### src/hdl/nec_tx_pkg.sv
// Package: shared types, codes and segment timing for the NEC IR transmitter.
package nec_tx_pkg;

    localparam int REM_W  = 14;
    localparam int BPOS_W = 6;
    localparam int LVL_W  = 8;
    localparam int DATA_BITS = 32;

    localparam logic [REM_W-1:0] MARK_US         = REM_W'(562);
    localparam logic [REM_W-1:0] ONE_SPACE_US    = REM_W'(1688);
    localparam logic [REM_W-1:0] ZERO_SPACE_US   = REM_W'(563);
    localparam logic [REM_W-1:0] LONG_LEADER_US  = REM_W'(9000);
    localparam logic [REM_W-1:0] SHORT_LEADER_US = REM_W'(4500);
    localparam logic [REM_W-1:0] LEADER_SPACE_US = REM_W'(4500);

    localparam logic [LVL_W-1:0] CARRIER_TOP_RESET = LVL_W'(26);

    localparam logic [1:0] OP_TICK  = 2'd0;
    localparam logic [1:0] OP_START = 2'd1;
    localparam logic [1:0] OP_ON    = 2'd2;
    localparam logic [1:0] OP_OFF   = 2'd3;

    typedef enum logic [2:0] {
        PH_IDLE,
        PH_LEAD_MARK,
        PH_LEAD_SPACE,
        PH_BIT_MARK,
        PH_BIT_SPACE,
        PH_STOP_MARK,
        PH_STOP_SPACE
    } phase_t;

    typedef struct packed {
        logic [1:0] operation;
        logic       long_leader;
        logic [7:0] address_low;
        logic [7:0] address_high;
        logic [7:0] command;
    } item_t;

    typedef struct packed {
        logic [LVL_W-1:0] drive_level;
        logic             busy_res;
    } result_t;

endpackage

### src/hdl/nec_tx_chan_if.sv
// Interface: valid/ready channel with a typed payload.
interface nec_tx_chan_if #(
    parameter type payload_t = logic [7:0]
);
    logic     valid;
    logic     ready;
    payload_t data;

    modport source (output valid, output data, input ready);
    modport sink   (input valid, input data, output ready);
endinterface

### src/hdl/nec_tx_top.sv
// NEC IR frame transmitter top level.
// Takes one item per clock: a microsecond tick, a frame start, or a manual on/off, and
// returns one result per item giving the carrier compare level now in force and the busy
// flag. An item goes through a one-entry input register, then the segment timer and phase
// sequencer update state and load the result register in the same cycle; with a ready
// consumer, the sustained rate is one item per cycle. A consumer stall holds the result
// register and backs up to the input through the ready path, so nothing is dropped.
// Start, manual on and manual off are ignored while a frame is being sent. The carrier
// register is to be written through its own channel only while no item is in flight; the
// block does not enforce it. New values apply from the next mark segment or manual command.
module nec_ir_frame_transmitter_top (
    input  logic          clk,
    input  logic          rst_n,
    nec_tx_chan_if.sink   item,
    nec_tx_chan_if.sink   cfg,
    nec_tx_chan_if.source result
);
    import nec_tx_pkg::*;

    nec_tx_chan_if #(.payload_t(nec_tx_pkg::item_t)) staged ();

    nec_tx_in_stage u_in_stage (
        .clk   (clk),
        .rst_n (rst_n),
        .up    (item),
        .down  (staged)
    );

    nec_tx_engine u_engine (
        .clk    (clk),
        .rst_n  (rst_n),
        .item   (staged),
        .cfg    (cfg),
        .result (result)
    );

endmodule

### src/hdl/nec_tx_in_stage.sv
// Input register stage: holds one accepted item for the frame engine.
module nec_tx_in_stage (
    input  logic          clk,
    input  logic          rst_n,
    nec_tx_chan_if.sink   up,
    nec_tx_chan_if.source down
);
    import nec_tx_pkg::*;

    logic  valid_reg;
    logic  valid_next;
    item_t data_reg;

    assign up.ready   = !valid_reg || down.ready;
    assign down.valid = valid_reg;
    assign down.data  = data_reg;

    assign valid_next = up.ready ? up.valid : valid_reg;

    always_ff @(posedge clk or negedge rst_n)
    begin
        if (!rst_n)
        begin
            valid_reg <= 1'b0;
        end
        else
        begin
            valid_reg <= valid_next;
        end
    end

    always_ff @(posedge clk)
    begin
        if (up.valid && up.ready)
        begin
            data_reg <= up.data;
        end
    end

endmodule

### src/hdl/nec_tx_engine.sv
// Frame engine: segment timer, phase sequencer, carrier register and result register.
module nec_tx_engine (
    input  logic          clk,
    input  logic          rst_n,
    nec_tx_chan_if.sink   item,
    nec_tx_chan_if.sink   cfg,
    nec_tx_chan_if.source result
);
    import nec_tx_pkg::*;

    phase_t            phase_reg, phase_next;
    logic [REM_W-1:0]  rem_reg, rem_next, rem_dec;
    logic [BPOS_W-1:0] bpos_reg, bpos_next, bpos_inc;
    logic [DATA_BITS-1:0] frame_reg, frame_next;
    logic [LVL_W-1:0]  level_reg, level_next;
    logic [LVL_W-1:0]  top_reg, mark_level;
    logic              busy;
    logic              take;
    logic              cur_bit;
    logic              res_valid_reg, res_valid_next;
    result_t           res_data_reg;
    item_t             it;

    assign it         = item.data;
    assign item.ready = !res_valid_reg || result.ready;
    assign take       = item.valid && item.ready;
    assign cfg.ready  = 1'b1;

    assign busy       = (phase_reg != PH_IDLE);
    assign mark_level = {1'b0, top_reg[LVL_W-1:1]};
    assign rem_dec    = (rem_reg != '0) ? rem_reg - REM_W'(1) : '0;
    assign bpos_inc   = bpos_reg + BPOS_W'(1);
    assign cur_bit    = frame_reg[bpos_reg[4:0]];

    always_comb
    begin
        phase_next = phase_reg;
        rem_next   = rem_reg;
        bpos_next  = bpos_reg;
        frame_next = frame_reg;
        if (take)
        begin
            if (it.operation == OP_TICK)
            begin
                if (busy)
                begin
                    rem_next = rem_dec;
                    if (rem_dec == '0)
                    begin
                        // segment over: next one starts on this same tick
                        case (phase_reg)
                            PH_LEAD_MARK:
                            begin
                                phase_next = PH_LEAD_SPACE;
                                rem_next   = LEADER_SPACE_US;
                            end
                            PH_LEAD_SPACE:
                            begin
                                bpos_next  = '0;
                                phase_next = PH_BIT_MARK;
                                rem_next   = MARK_US;
                            end
                            PH_BIT_MARK:
                            begin
                                phase_next = PH_BIT_SPACE;
                                rem_next   = cur_bit ? ONE_SPACE_US : ZERO_SPACE_US;
                            end
                            PH_BIT_SPACE:
                            begin
                                bpos_next  = bpos_inc;
                                phase_next = bpos_inc[5] ? PH_STOP_MARK : PH_BIT_MARK;
                                rem_next   = MARK_US;
                            end
                            PH_STOP_MARK:
                            begin
                                phase_next = PH_STOP_SPACE;
                                rem_next   = ONE_SPACE_US;
                            end
                            default:
                            begin
                                phase_next = PH_IDLE;
                                rem_next   = '0;
                            end
                        endcase
                    end
                end
            end
            else if (!busy)
            begin
                case (it.operation)
                    OP_START:
                    begin
                        frame_next = {~it.command, it.command, it.address_high, it.address_low};
                        bpos_next  = '0;
                        phase_next = PH_LEAD_MARK;
                        rem_next   = it.long_leader ? LONG_LEADER_US : SHORT_LEADER_US;
                    end
                    default: phase_next = phase_reg;
                endcase
            end
        end
    end

    always_comb
    begin
        level_next = level_reg;
        if (take)
        begin
            if (it.operation == OP_TICK)
            begin
                // a new segment opens at its own level: marks at top/2, spaces and idle dark
                if (busy && rem_dec == '0)
                begin
                    if (phase_next inside {PH_LEAD_MARK, PH_BIT_MARK, PH_STOP_MARK})
                        level_next = mark_level;
                    else
                        level_next = '0;
                end
            end
            else if (!busy)
            begin
                case (it.operation)
                    OP_START: level_next = mark_level;
                    OP_ON:    level_next = top_reg;
                    OP_OFF:   level_next = '0;
                    default:  level_next = level_reg;
                endcase
            end
        end
    end

    always_comb
    begin
        res_valid_next = res_valid_reg;
        if (take)
        begin
            res_valid_next = 1'b1;
        end
        else if (result.ready)
        begin
            res_valid_next = 1'b0;
        end
    end

    always_ff @(posedge clk or negedge rst_n)
    begin
        if (!rst_n)
        begin
            phase_reg     <= PH_IDLE;
            rem_reg       <= '0;
            bpos_reg      <= '0;
            frame_reg     <= '0;
            level_reg     <= '0;
            top_reg       <= CARRIER_TOP_RESET;
            res_valid_reg <= 1'b0;
        end
        else
        begin
            phase_reg     <= phase_next;
            rem_reg       <= rem_next;
            bpos_reg      <= bpos_next;
            frame_reg     <= frame_next;
            level_reg     <= level_next;
            res_valid_reg <= res_valid_next;
            if (cfg.valid)
            begin
                top_reg <= cfg.data;
            end
        end
    end

    always_ff @(posedge clk)
    begin
        if (take)
        begin
            res_data_reg.drive_level <= level_next;
            res_data_reg.busy_res    <= (phase_next != PH_IDLE);
        end
    end

    assign result.valid = res_valid_reg;
    assign result.data  = res_data_reg;

    a_idle_no_time: assert property (@(posedge clk) disable iff (!rst_n)
        (phase_reg == PH_IDLE) |-> (rem_reg == '0))
        else $error("idle with time left in segment");

    a_space_dark: assert property (@(posedge clk) disable iff (!rst_n)
        (phase_reg == PH_LEAD_SPACE || phase_reg == PH_BIT_SPACE ||
         phase_reg == PH_STOP_SPACE) |-> (level_reg == '0))
        else $error("nonzero level during a space");

    a_bit_range: assert property (@(posedge clk) disable iff (!rst_n)
        (phase_reg == PH_BIT_MARK || phase_reg == PH_BIT_SPACE) |-> !bpos_reg[5])
        else $error("data bit index out of range");

    a_busy_active: assert property (@(posedge clk) disable iff (!rst_n)
        busy |-> (rem_reg != '0))
        else $error("active segment with zero time left");

    a_result_follows: assert property (@(posedge clk) disable iff (!rst_n)
        take |=> (result.valid && result.data.busy_res == (phase_reg != PH_IDLE)))
        else $error("result does not match updated state");

endmodule

### src/flat_wrapper.sv
// flat-port wrapper written by rule: the top's interface ports become plain ports
module nec_ir_frame_transmitter_top_flat import nec_tx_pkg::*;
  (clk, rst_n, item_valid, item_data, item_ready, cfg_valid, cfg_data, cfg_ready, result_valid, result_data, result_ready);
  nec_tx_chan_if #(.payload_t(item_t)) item_i ();
  nec_tx_chan_if #(.payload_t(logic [LVL_W-1:0])) cfg_i ();
  nec_tx_chan_if #(.payload_t(result_t)) result_i ();
  input  logic clk;
  input  logic rst_n;
  input wire logic [$bits(item_i.valid)-1:0] item_valid;
  input wire logic [$bits(item_i.data)-1:0] item_data;
  output wire logic [$bits(item_i.ready)-1:0] item_ready;
  input wire logic [$bits(cfg_i.valid)-1:0] cfg_valid;
  input wire logic [$bits(cfg_i.data)-1:0] cfg_data;
  output wire logic [$bits(cfg_i.ready)-1:0] cfg_ready;
  output wire logic [$bits(result_i.valid)-1:0] result_valid;
  output wire logic [$bits(result_i.data)-1:0] result_data;
  input wire logic [$bits(result_i.ready)-1:0] result_ready;
  assign item_i.valid = item_valid;
  assign item_i.data = item_data;
  assign item_ready = item_i.ready;
  assign cfg_i.valid = cfg_valid;
  assign cfg_i.data = cfg_data;
  assign cfg_ready = cfg_i.ready;
  assign result_valid = result_i.valid;
  assign result_data = result_i.data;
  assign result_i.ready = result_ready;
  nec_ir_frame_transmitter_top u_core (.clk(clk), .rst_n(rst_n), .item(item_i), .cfg(cfg_i), .result(result_i));
endmodule
### config.mk
export PLATFORM = sky130hd
export DESIGN_NAME = nec_ir_frame_transmitter_top_flat
export DESIGN_NICKNAME = d
export VERILOG_FILES = /design/src/hdl/nec_tx_pkg.sv /design/src/hdl/nec_tx_chan_if.sv /design/src/hdl/nec_tx_top.sv /design/src/hdl/nec_tx_in_stage.sv /design/src/hdl/nec_tx_engine.sv /design/src/flat_wrapper.sv
export SDC_FILE = /design/constraint.sdc
export NUM_CORES = 1
export LEC_CHECK = 0
export ABC_AREA = 1
export BUFFER_PORTS_ARGS = -buffer_cell sky130_fd_sc_hd__buf_4
export CAP_MARGIN = 20
export CORE_UTILIZATION = 37
export CTS_BUF_LIST = sky130_fd_sc_hd__clkbuf_2 sky130_fd_sc_hd__clkbuf_4 sky130_fd_sc_hd__clkbuf_8
export DETAILED_ROUTE_END_ITERATION = 7
export PLACE_DENSITY = 0.54
export SETUP_SLACK_MARGIN = 0.5
export SLEW_MARGIN = 20
export SYNTH_ARGS = -nofsm -noshare
export SYNTH_HDL_FRONTEND = slang
export SYNTH_SLANG_ARGS = --single-unit
### constraint.sdc
create_clock -name clk -period 3.19 [get_ports clk]
set_input_delay 0 -clock clk [delete_from_list [all_inputs] [get_ports clk]]
set_output_delay 0 -clock clk [all_outputs]
set_load 0.05 [all_outputs]
==> impl_metrics.json, run 1 <==
{
  "multiInputGateArea_sq_mm": 0.002168,
  "max_ffs_per_register": 32,
  "clock_pin_transition_on_the_worst_setup_and_hold_timing_paths_ns": 0.11,
  "globalplace.congestion": 0.8587,
  "final_hold_viol_count": 0,
  "source_to_sink_clock_delay_at_the_later_pin_of_the_worst_skew_pair_ns": 0.40,
  "max-vdd-ir-drop_mv": 0.3806,
  "max_cap_violations": 0,
  "hp-class": "in -> async",
  "cts_root_buf": "sky130_fd_sc_hd__clkbuf_8",
  "die-area_sq_mm": 0.01475,
  "final_area_sq_mm": 0.006746,
  "fin_tns_setup_ns": 0,
  "post-route-drc-count": 0,
  "start_kind": "flop",
  "ws_path_type": "reg -> reg",
  "detail_route.iter0.violations": 296,
  "clockBufferDepth": 2,
  "power_per_cell_area_mw_per_mm2": 695.7,
  "stdcell_count": 912,
  "place_hpwl_um": 8213,
  "postSynthAreaPerCell_sq_um": 8.599,
  "seq_area_sq_mm": 0.002912,
  "placementRows": 43,
  "outcome": "finished clean",
  "floorplan.initialDensity_pct": 38.04,
  "antenna_viol_nets_final": 0,
  "tightestPinTransition_ns": 0.9537,
  "grt_setup_unrepaired": "no",
  "post_drt_wl_per_cell_um": 14.28,
  "mappedNetlistArea_sq_mm": 0.005280,
  "finalSetupViolCount": 0,
  "netlist-cell-type-count": 43,
  "slew_viol_final": 0,
  "rr_worst_depth": 14,
  "ys_ff_latch": 109,
  "static_power_due_to_leakage_nw": 3.116,
  "crit_fanout": 8,
  "grt_antenna_before_repair": 0,
  "dp_worst_setup_slack_ns": 0.3529,
  "cp_num_buf_inv": 1,
  "clock_tree.htree_level_count": 3,
  "mappedNetlistNets": 656,
  "cts_inserted_buffers": 9,
  "die_x_um": 121.5,
  "worst-path-stages": 14,
  "clock-sinks": 109,
  "post_synth_top_flop": "sky130_fd_sc_hd__dfrtp_1",
  "edff_count_synth": 36,
  "wl_um": 13020,
  "worst_setup_path_end_kind": "flop",
  "io_pins": 52,
  "number_of_inserted_diodes": 0,
  "synth_sequential_area_ratio_pct": 55.14,
  "grt_max_degree": 74,
  "routed-via-count": 4481,
  "tritoncts": "done",
  "most_common_library_cell_in_the_layout_ignoring_fill_and_taps": "sky130_fd_sc_hd__nand2_1",
  "syn2layout_area_growth_pct": 27.77,
  "layout.cells.most_common_list": "186 x sky130_fd_sc_hd__nand2_1, 70 x sky130_fd_sc_hd__dfrtp_1, 59 x sky130_fd_sc_hd__buf_4",
  "buffer_ports.inserted": 50,
  "final_core_utilization_pct": 48.60,
  "num-nets-final": 769,
  "crit_path_cell_trace": "nor2_2 > nand2_1 > nor2_4 > buf_4 > nand2_8 > nand2_1 > nand3_2 > nor2_4 > nand3_2 > nand2_1 > nand2_1 > nand2_2 > a21oi_2 > or3_1",
  "min_period_ns": 2.523,
  "crit_top_cell": "sky130_fd_sc_hd__nand2_1",
  "synth_async_sr_flop_share_pct": 66.97,
  "design.core.area_sq_mm": 0.01388,
  "highest_delay_cell_along_the_critical_path": "sky130_fd_sc_hd__dfrtp_1",
  "global_route.overflow_total": 0,
  "worst_ep_arrival_time_ns": 2.68,
  "dieHeight_um": 121.5,
  "postSynthCellCount": 614,
  "dp_cells": 833,
  "grt_first_pass_wirelength_um": 21510,
  "peak_per_stage_delay_on_the_critical_path_ns": 0.45,
  "critPathRequiredTime_ns": 3.35,
  "layout_setup_ws_ns": 0.6673,
  "drive_gt1_share_pct": 17.76,
  "post_dp_cell_area_sq_mm": 0.005846,
  "grt_pass1_vias": 4468,
  "finalClockSkew_ns": 0.01211,
  "max_freq_ghz": 0.3964,
  "synth_warnings": 0,
  "final_min_period_over_clock_period_pct": 79.08,
  "gr-usage-all-layers_pct": 18.88,
  "crit_family": "simple AND/OR/NAND/NOR gates",
  "timing.slew.headroom_pct": 36.42,
  "fill_cells": 1361,
  "drt_pre_antenna_iters": 5,
  "vias_per_cell": 4.913
}
==> repair_timing <==
action,in CTS,in global routing
setup buffers,0,4
hold endpoints to repair,107,0
gates cloned,0,3
hold buffers,56,0
gates resized for setup,3,26
setup endpoints to repair,17,48
pin swaps,0,5
==> logic make-up (layout without fill, tap and decap cells) <==
family | count (synthesis) | after routing | synth area share, %
AND/OR/NAND/NOR | 311 | 312 | 25.31
AO/OA/AOI/OAI | 109 | 110 | 12.63
flip-flops | 109 | 109 | 55.14
buffers and inverters | 80 | 196 | 6.043
adder cells (fa/ha/maj) | 2 | 2 | 0.4739
XOR/XNOR | 2 | 2 | 0.3318
other | 1 | 1 | 0.07102
==> final cells by class <==
cell class	count	area share (%)
Sequential cell	109	43.16
Multi-Input combinational cell	427	32.14
Timing Repair Buffer	116	15.04
Inverter	63	3.598
Tap cell	180	3.338
Clock buffer	10	1.947
Clock inverter	6	0.6677
Timing Repair inverter	1	0.1113
==> path summary, 6_finish.rpt <==
| kind | slack (ns) | startpoint | end |
|---|---|---|---|
| setup / recovery | 0.67 | u_core.u_engine.rem_reg[5]$_DFFE_PN0P_ | u_core.u_engine.result.data[0]$_DFFE_PP_ |
| hold / removal | 0.29 | rst_n | u_core.u_engine.frame_reg[4]$_DFFE_PN0P_ |
| setup reg to reg | 0.67 | u_core.u_engine.rem_reg[5]$_DFFE_PN0P_ | u_core.u_engine.result.data[0]$_DFFE_PP_ |
| hold reg to reg | 0.45 | u_core.u_in_stage.down.data[17]$_DFFE_PP_ | u_core.u_engine.frame_reg[1]$_DFFE_PN0P_ |
| max in group asynchronous | 2.30 | rst_n | u_core.u_engine.level_reg[5]$_DFF_PN0_ |
| min in group clk | 0.31 | item_data[19] | u_core.u_in_stage.down.data[19]$_DFFE_PP_ |
==> routing by layer <==
metal | global-route usage, % | part of all wire [%] | up-vias
li1 | - | - | 2244
met1 | 25.16 | 48 | 2116
met2 | 30.08 | 46 | 104
met3 | 4.558 | 4.3 | 17
met4 | 6.096 | 1.7 | 0
met5 | 0 | 0 | -
==> cell usage after synthesis (3+ instances only) <==
| library cell | count | area, sq um |
|---|---|---|
| sky130_fd_sc_hd__inv_1 | 60 | 225.2 |
| sky130_fd_sc_hd__a21oi_1 | 22 | 110.1 |
| sky130_fd_sc_hd__nor2_4 | 5 | 56.30 |
| sky130_fd_sc_hd__nand2_1 | 189 | 709.4 |
| sky130_fd_sc_hd__nand4_1 | 3 | 18.77 |
| sky130_fd_sc_hd__nor2_2 | 3 | 18.77 |
| sky130_fd_sc_hd__edfxtp_1 | 36 | 1081 |
| sky130_fd_sc_hd__inv_2 | 3 | 11.26 |
| sky130_fd_sc_hd__nand3_1 | 38 | 190.2 |
| sky130_fd_sc_hd__o32ai_1 | 7 | 61.31 |
| sky130_fd_sc_hd__o21a_1 | 9 | 67.56 |
| sky130_fd_sc_hd__o21ai_1 | 5 | 25.02 |
| sky130_fd_sc_hd__dfrtp_1 | 70 | 1752 |
| sky130_fd_sc_hd__clkbuf_1 | 13 | 48.80 |
| sky130_fd_sc_hd__dfstp_2 | 3 | 78.83 |
| sky130_fd_sc_hd__nor2_1 | 56 | 210.2 |
| sky130_fd_sc_hd__o22ai_1 | 8 | 50.05 |
| sky130_fd_sc_hd__nand3_2 | 4 | 40.04 |
| sky130_fd_sc_hd__o21ai_0 | 43 | 215.2 |
| sky130_fd_sc_hd__nand2_2 | 7 | 43.79 |
| sky130_fd_sc_hd__o211ai_1 | 3 | 22.52 |
==> where the power goes <==
group          internal (mW)  total [mW]  switching [mW]  leakage [nW]
clock                  0.300       0.811           0.511        0.0900
sequential              1.87        2.14           0.272          1.26
combinational          0.641        1.74            1.10          1.77
total                   2.81        4.69            1.88          3.12
==> metrics by stage <==
step	hold slack (ns)	total power, mW
floorplan	-0.2956	3.275
global placement	0.1784	3.714
global route	0.2890	5.051
finish	0.2890	4.694
CTS	0.2861	4.616
detailed placement	0.1794	3.726
Power figures use the tool's default switching activity.
==> run 2, diff against run 1 <==
==> constraint.sdc (replaced) <==
create_clock -name clk -period 2.6 [get_ports clk]
set_input_delay 0 -clock clk [delete_from_list [all_inputs] [get_ports clk]]
set_output_delay 0 -clock clk [all_outputs]
set_load 0.05 [all_outputs]
==> run 2 against run 1 <==
Compared with the run above: the flow now finishes with violations (negative setup slack); maximum frequency is 4.1% lower; power is 37% higher; sequential share of layout area is 5.0 points lower; routed wire length is 13% higher; non-clock buffer count is 45 higher; final cell count is 5.2% higher; sequential power is 23% higher; via count is 7.6% higher; utilization is 6.5 points higher; combinational power is 60% higher; clock-buffer cell count is 1 higher; largest power group is now combinational cells.
==> impl_metrics.json, run 2 (same netlist as run 1, synthesis figures left out) <==
{
  "wl_met3_um": 522,
  "place_hpwl_um": 8527,
  "grt_setup_unrepaired": "yes",
  "fin_tns_setup_ns": -0.03013,
  "routed-via-count": 4820,
  "number_of_inserted_diodes": 0,
  "dp_cells": 840,
  "start_kind": "flop",
  "post-route-drc-count": 0,
  "regToRegEndpoint": "u_core.u_engine.result.data[0]$_DFFE_PP_",
  "met1_length_um": 6807,
  "dieHeight_um": 121.5,
  "min_period_ns": 2.630,
  "buffer_ports.inserted": 50,
  "clock_pin_transition_on_the_worst_setup_and_hold_timing_paths_ns": 0.11,
  "ws_path_type": "reg -> reg",
  "most_common_library_cell_in_the_layout_ignoring_fill_and_taps": "sky130_fd_sc_hd__nand2_1",
  "final_core_utilization_pct": 55.11,
  "outcome": "complete, but fails checks",
  "static_power_due_to_leakage_nw": 3.397,
  "dr.max_layer_used": "met4",
  "worst_ep_arrival_time_ns": 2.78,
  "clock-sinks": 109,
  "tightestPinTransition_ns": 0.9696,
  "slew_viol_final": 0,
  "tritoncts": "done",
  "antenna_viol_nets_final": 0,
  "finalClockSkew_ns": 0.01469,
  "floorplan.initialDensity_pct": 38.04,
  "final_hold_viol_count": 0,
  "route.met2.wl_um": 7180,
  "worst_setup_path_end_kind": "flop",
  "max_freq_ghz": 0.3802,
  "critPathRequiredTime_ns": 2.75,
  "regToRegStartpoint": "u_core.u_engine.rem_reg[4]$_DFFE_PN0P_",
  "io_pins": 52,
  "globalplace.congestion": 0.8549,
  "layout.cells.most_common_list": "165 x sky130_fd_sc_hd__nand2_1, 89 x sky130_fd_sc_hd__buf_4, 66 x sky130_fd_sc_hd__dfrtp_1",
  "clockBufferDepth": 2,
  "drive_gt1_share_pct": 31.45,
  "global_route.overflow_total": 0,
  "num-nets-final": 816,
  "die-area_sq_mm": 0.01475,
  "max_ffs_per_register": 32,
  "die_x_um": 121.5,
  "syn2layout_area_growth_pct": 44.88,
  "design.core.area_sq_mm": 0.01388,
  "grt_max_degree": 74,
  "crit_fanout": 4,
  "gr-usage-all-layers_pct": 20.51,
  "power_per_cell_area_mw_per_mm2": 841.2,
  "drt_pre_antenna_iters": 5,
  "final_min_period_over_clock_period_pct": 101.2,
  "timing.slew.headroom_pct": 35.36,
  "layout_setup_ws_ns": -0.03013,
  "hp-class": "in -> async",
  "max_cap_violations": 0,
  "grt_pass1_vias": 4800,
  "detail_route.iter0.violations": 303,
  "grt_first_pass_wirelength_um": 23300,
  "clock_tree.htree_level_count": 3,
  "stdcell_count": 959,
  "source_to_sink_clock_delay_at_the_later_pin_of_the_worst_skew_pair_ns": 0.40,
  "rrSetupSlack_ns": -0.03,
  "vias_per_cell": 5.026,
  "dp_worst_setup_slack_ns": 0.01732,
  "grt_antenna_before_repair": 0,
  "cts_inserted_buffers": 9,
  "wl_um": 14750,
  "finalSetupViolCount": 1,
  "cts_root_buf": "sky130_fd_sc_hd__clkbuf_8",
  "post_drt_wl_per_cell_um": 15.38,
  "violations": "negative setup slack",
  "placementRows": 43,
  "max-vdd-ir-drop_mv": 0.4926,
  "rr_worst_depth": 15
}
## run 2: changes by cell type in the layout (fill, tap and decap cells not counted), moves of 4 or more
cell	previous run	this run
sky130_fd_sc_hd__buf_4	59	89
sky130_fd_sc_hd__nand2_1	186	165
sky130_fd_sc_hd__nor2_1	48	34
sky130_fd_sc_hd__buf_6	1	14
sky130_fd_sc_hd__nand2_2	7	19
sky130_fd_sc_hd__nand3_1	33	21
sky130_fd_sc_hd__nor2_4	7	19
sky130_fd_sc_hd__nand3_4	0	9
sky130_fd_sc_hd__o21ai_0	43	35
sky130_fd_sc_hd__nand2_4	4	10
sky130_fd_sc_hd__o21ai_2	1	6
sky130_fd_sc_hd__dfrtp_1	70	66
sky130_fd_sc_hd__dfrtp_2	0	4
## run 2: stage by stage
| stage | total power [mW] | hold slack (ns) | area, sq um |
|---|---|---|---|
| floorplan | 4.059 | -0.2956 | 5304 |
| global route | 6.849 | 0.2927 | 7650 |
| CTS | 6.186 | 0.2882 | 7212 |
| finish | 6.435 | 0.2763 | 7650 |
| detailed placement | 4.674 | 0.1793 | 5922 |
| global placement | 4.649 | 0.1780 | 5922 |
## run 2: metal layers
layer	up-vias	GRT usage [%]
met1	2351	27.10
met2	104	33.10
met4	0	6.790
met5	-	0
met3	26	4.605
li1	2339	-
## run 2: cell type report
cell class                 instances  area (sq um)
fill                            1229          6231
clock buffer                      11         145.1
inverter                          63         259.0
tap                              180         225.2
timing repair inverter             3         22.52
sequential                       109          2917
multi-input combinational        427          2609
timing repair buffer             161          1431
clock inverter                     5         41.29
## run 2: worst max-delay path: stages (launching register included)
cell                      delay (ns)
sky130_fd_sc_hd__dfrtp_2        0.46
sky130_fd_sc_hd__nor2_4         0.15
sky130_fd_sc_hd__nand2_2        0.09
sky130_fd_sc_hd__nor2_4         0.20
sky130_fd_sc_hd__buf_6          0.13
sky130_fd_sc_hd__buf_6          0.11
sky130_fd_sc_hd__nand3_4        0.07
sky130_fd_sc_hd__nand2_4        0.08
sky130_fd_sc_hd__nand3_4        0.07
sky130_fd_sc_hd__nor2_4         0.15
sky130_fd_sc_hd__nand3_4        0.12
sky130_fd_sc_hd__nand2_1        0.09
sky130_fd_sc_hd__nand2_1        0.06
sky130_fd_sc_hd__nand2_2        0.12
sky130_fd_sc_hd__a21oi_4        0.08
sky130_fd_sc_hd__or3_1          0.41
## run 2: worst max path at each step
stage	startpoint	to	slack [ns]	cells after the start
floorplan	u_core.u_engine.rem_reg[0]$_DFFE_PN0P_	u_core.u_engine.result.data[0]$_DFFE_PP_	0.31	15
global route	u_core.u_engine.rem_reg[4]$_DFFE_PN0P_	u_core.u_engine.result.data[0]$_DFFE_PP_	-0.13	15
detailed placement	u_core.u_engine.rem_reg[1]$_DFFE_PN0P_	u_core.u_engine.result.data[5]$_DFFE_PP_	0.02	18
CTS	u_core.u_engine.rem_reg[2]$_DFFE_PN0P_	u_core.u_engine.result.data[0]$_DFFE_PP_	0.08	15
global placement	u_core.u_engine.rem_reg[9]$_DFFE_PN0P_	u_core.u_engine.result.data[0]$_DFFE_PP_	0.03	13
finish	u_core.u_engine.rem_reg[4]$_DFFE_PN0P_	u_core.u_engine.result.data[0]$_DFFE_PP_	-0.03	15
## run 2: timing repair
action	4_1_cts	5_1_grt
gates resized for setup	77	84
endpoints found under the setup margin	59	71
hold endpoints to repair	107	0
buffers inserted	29	12
pin swaps	17	21
hold buffers	56	0
cloned	3	3
## run 2: where the power goes
part | leakage (nW) | internal, mW | total (mW) | switching [mW]
sequential | 1.25 | 2.30 | 2.63 | 0.333
clock | 0.0957 | 0.398 | 1.02 | 0.617
combinational | 2.05 | 1.11 | 2.79 | 1.68
total | 3.40 | 3.80 | 6.44 | 2.63
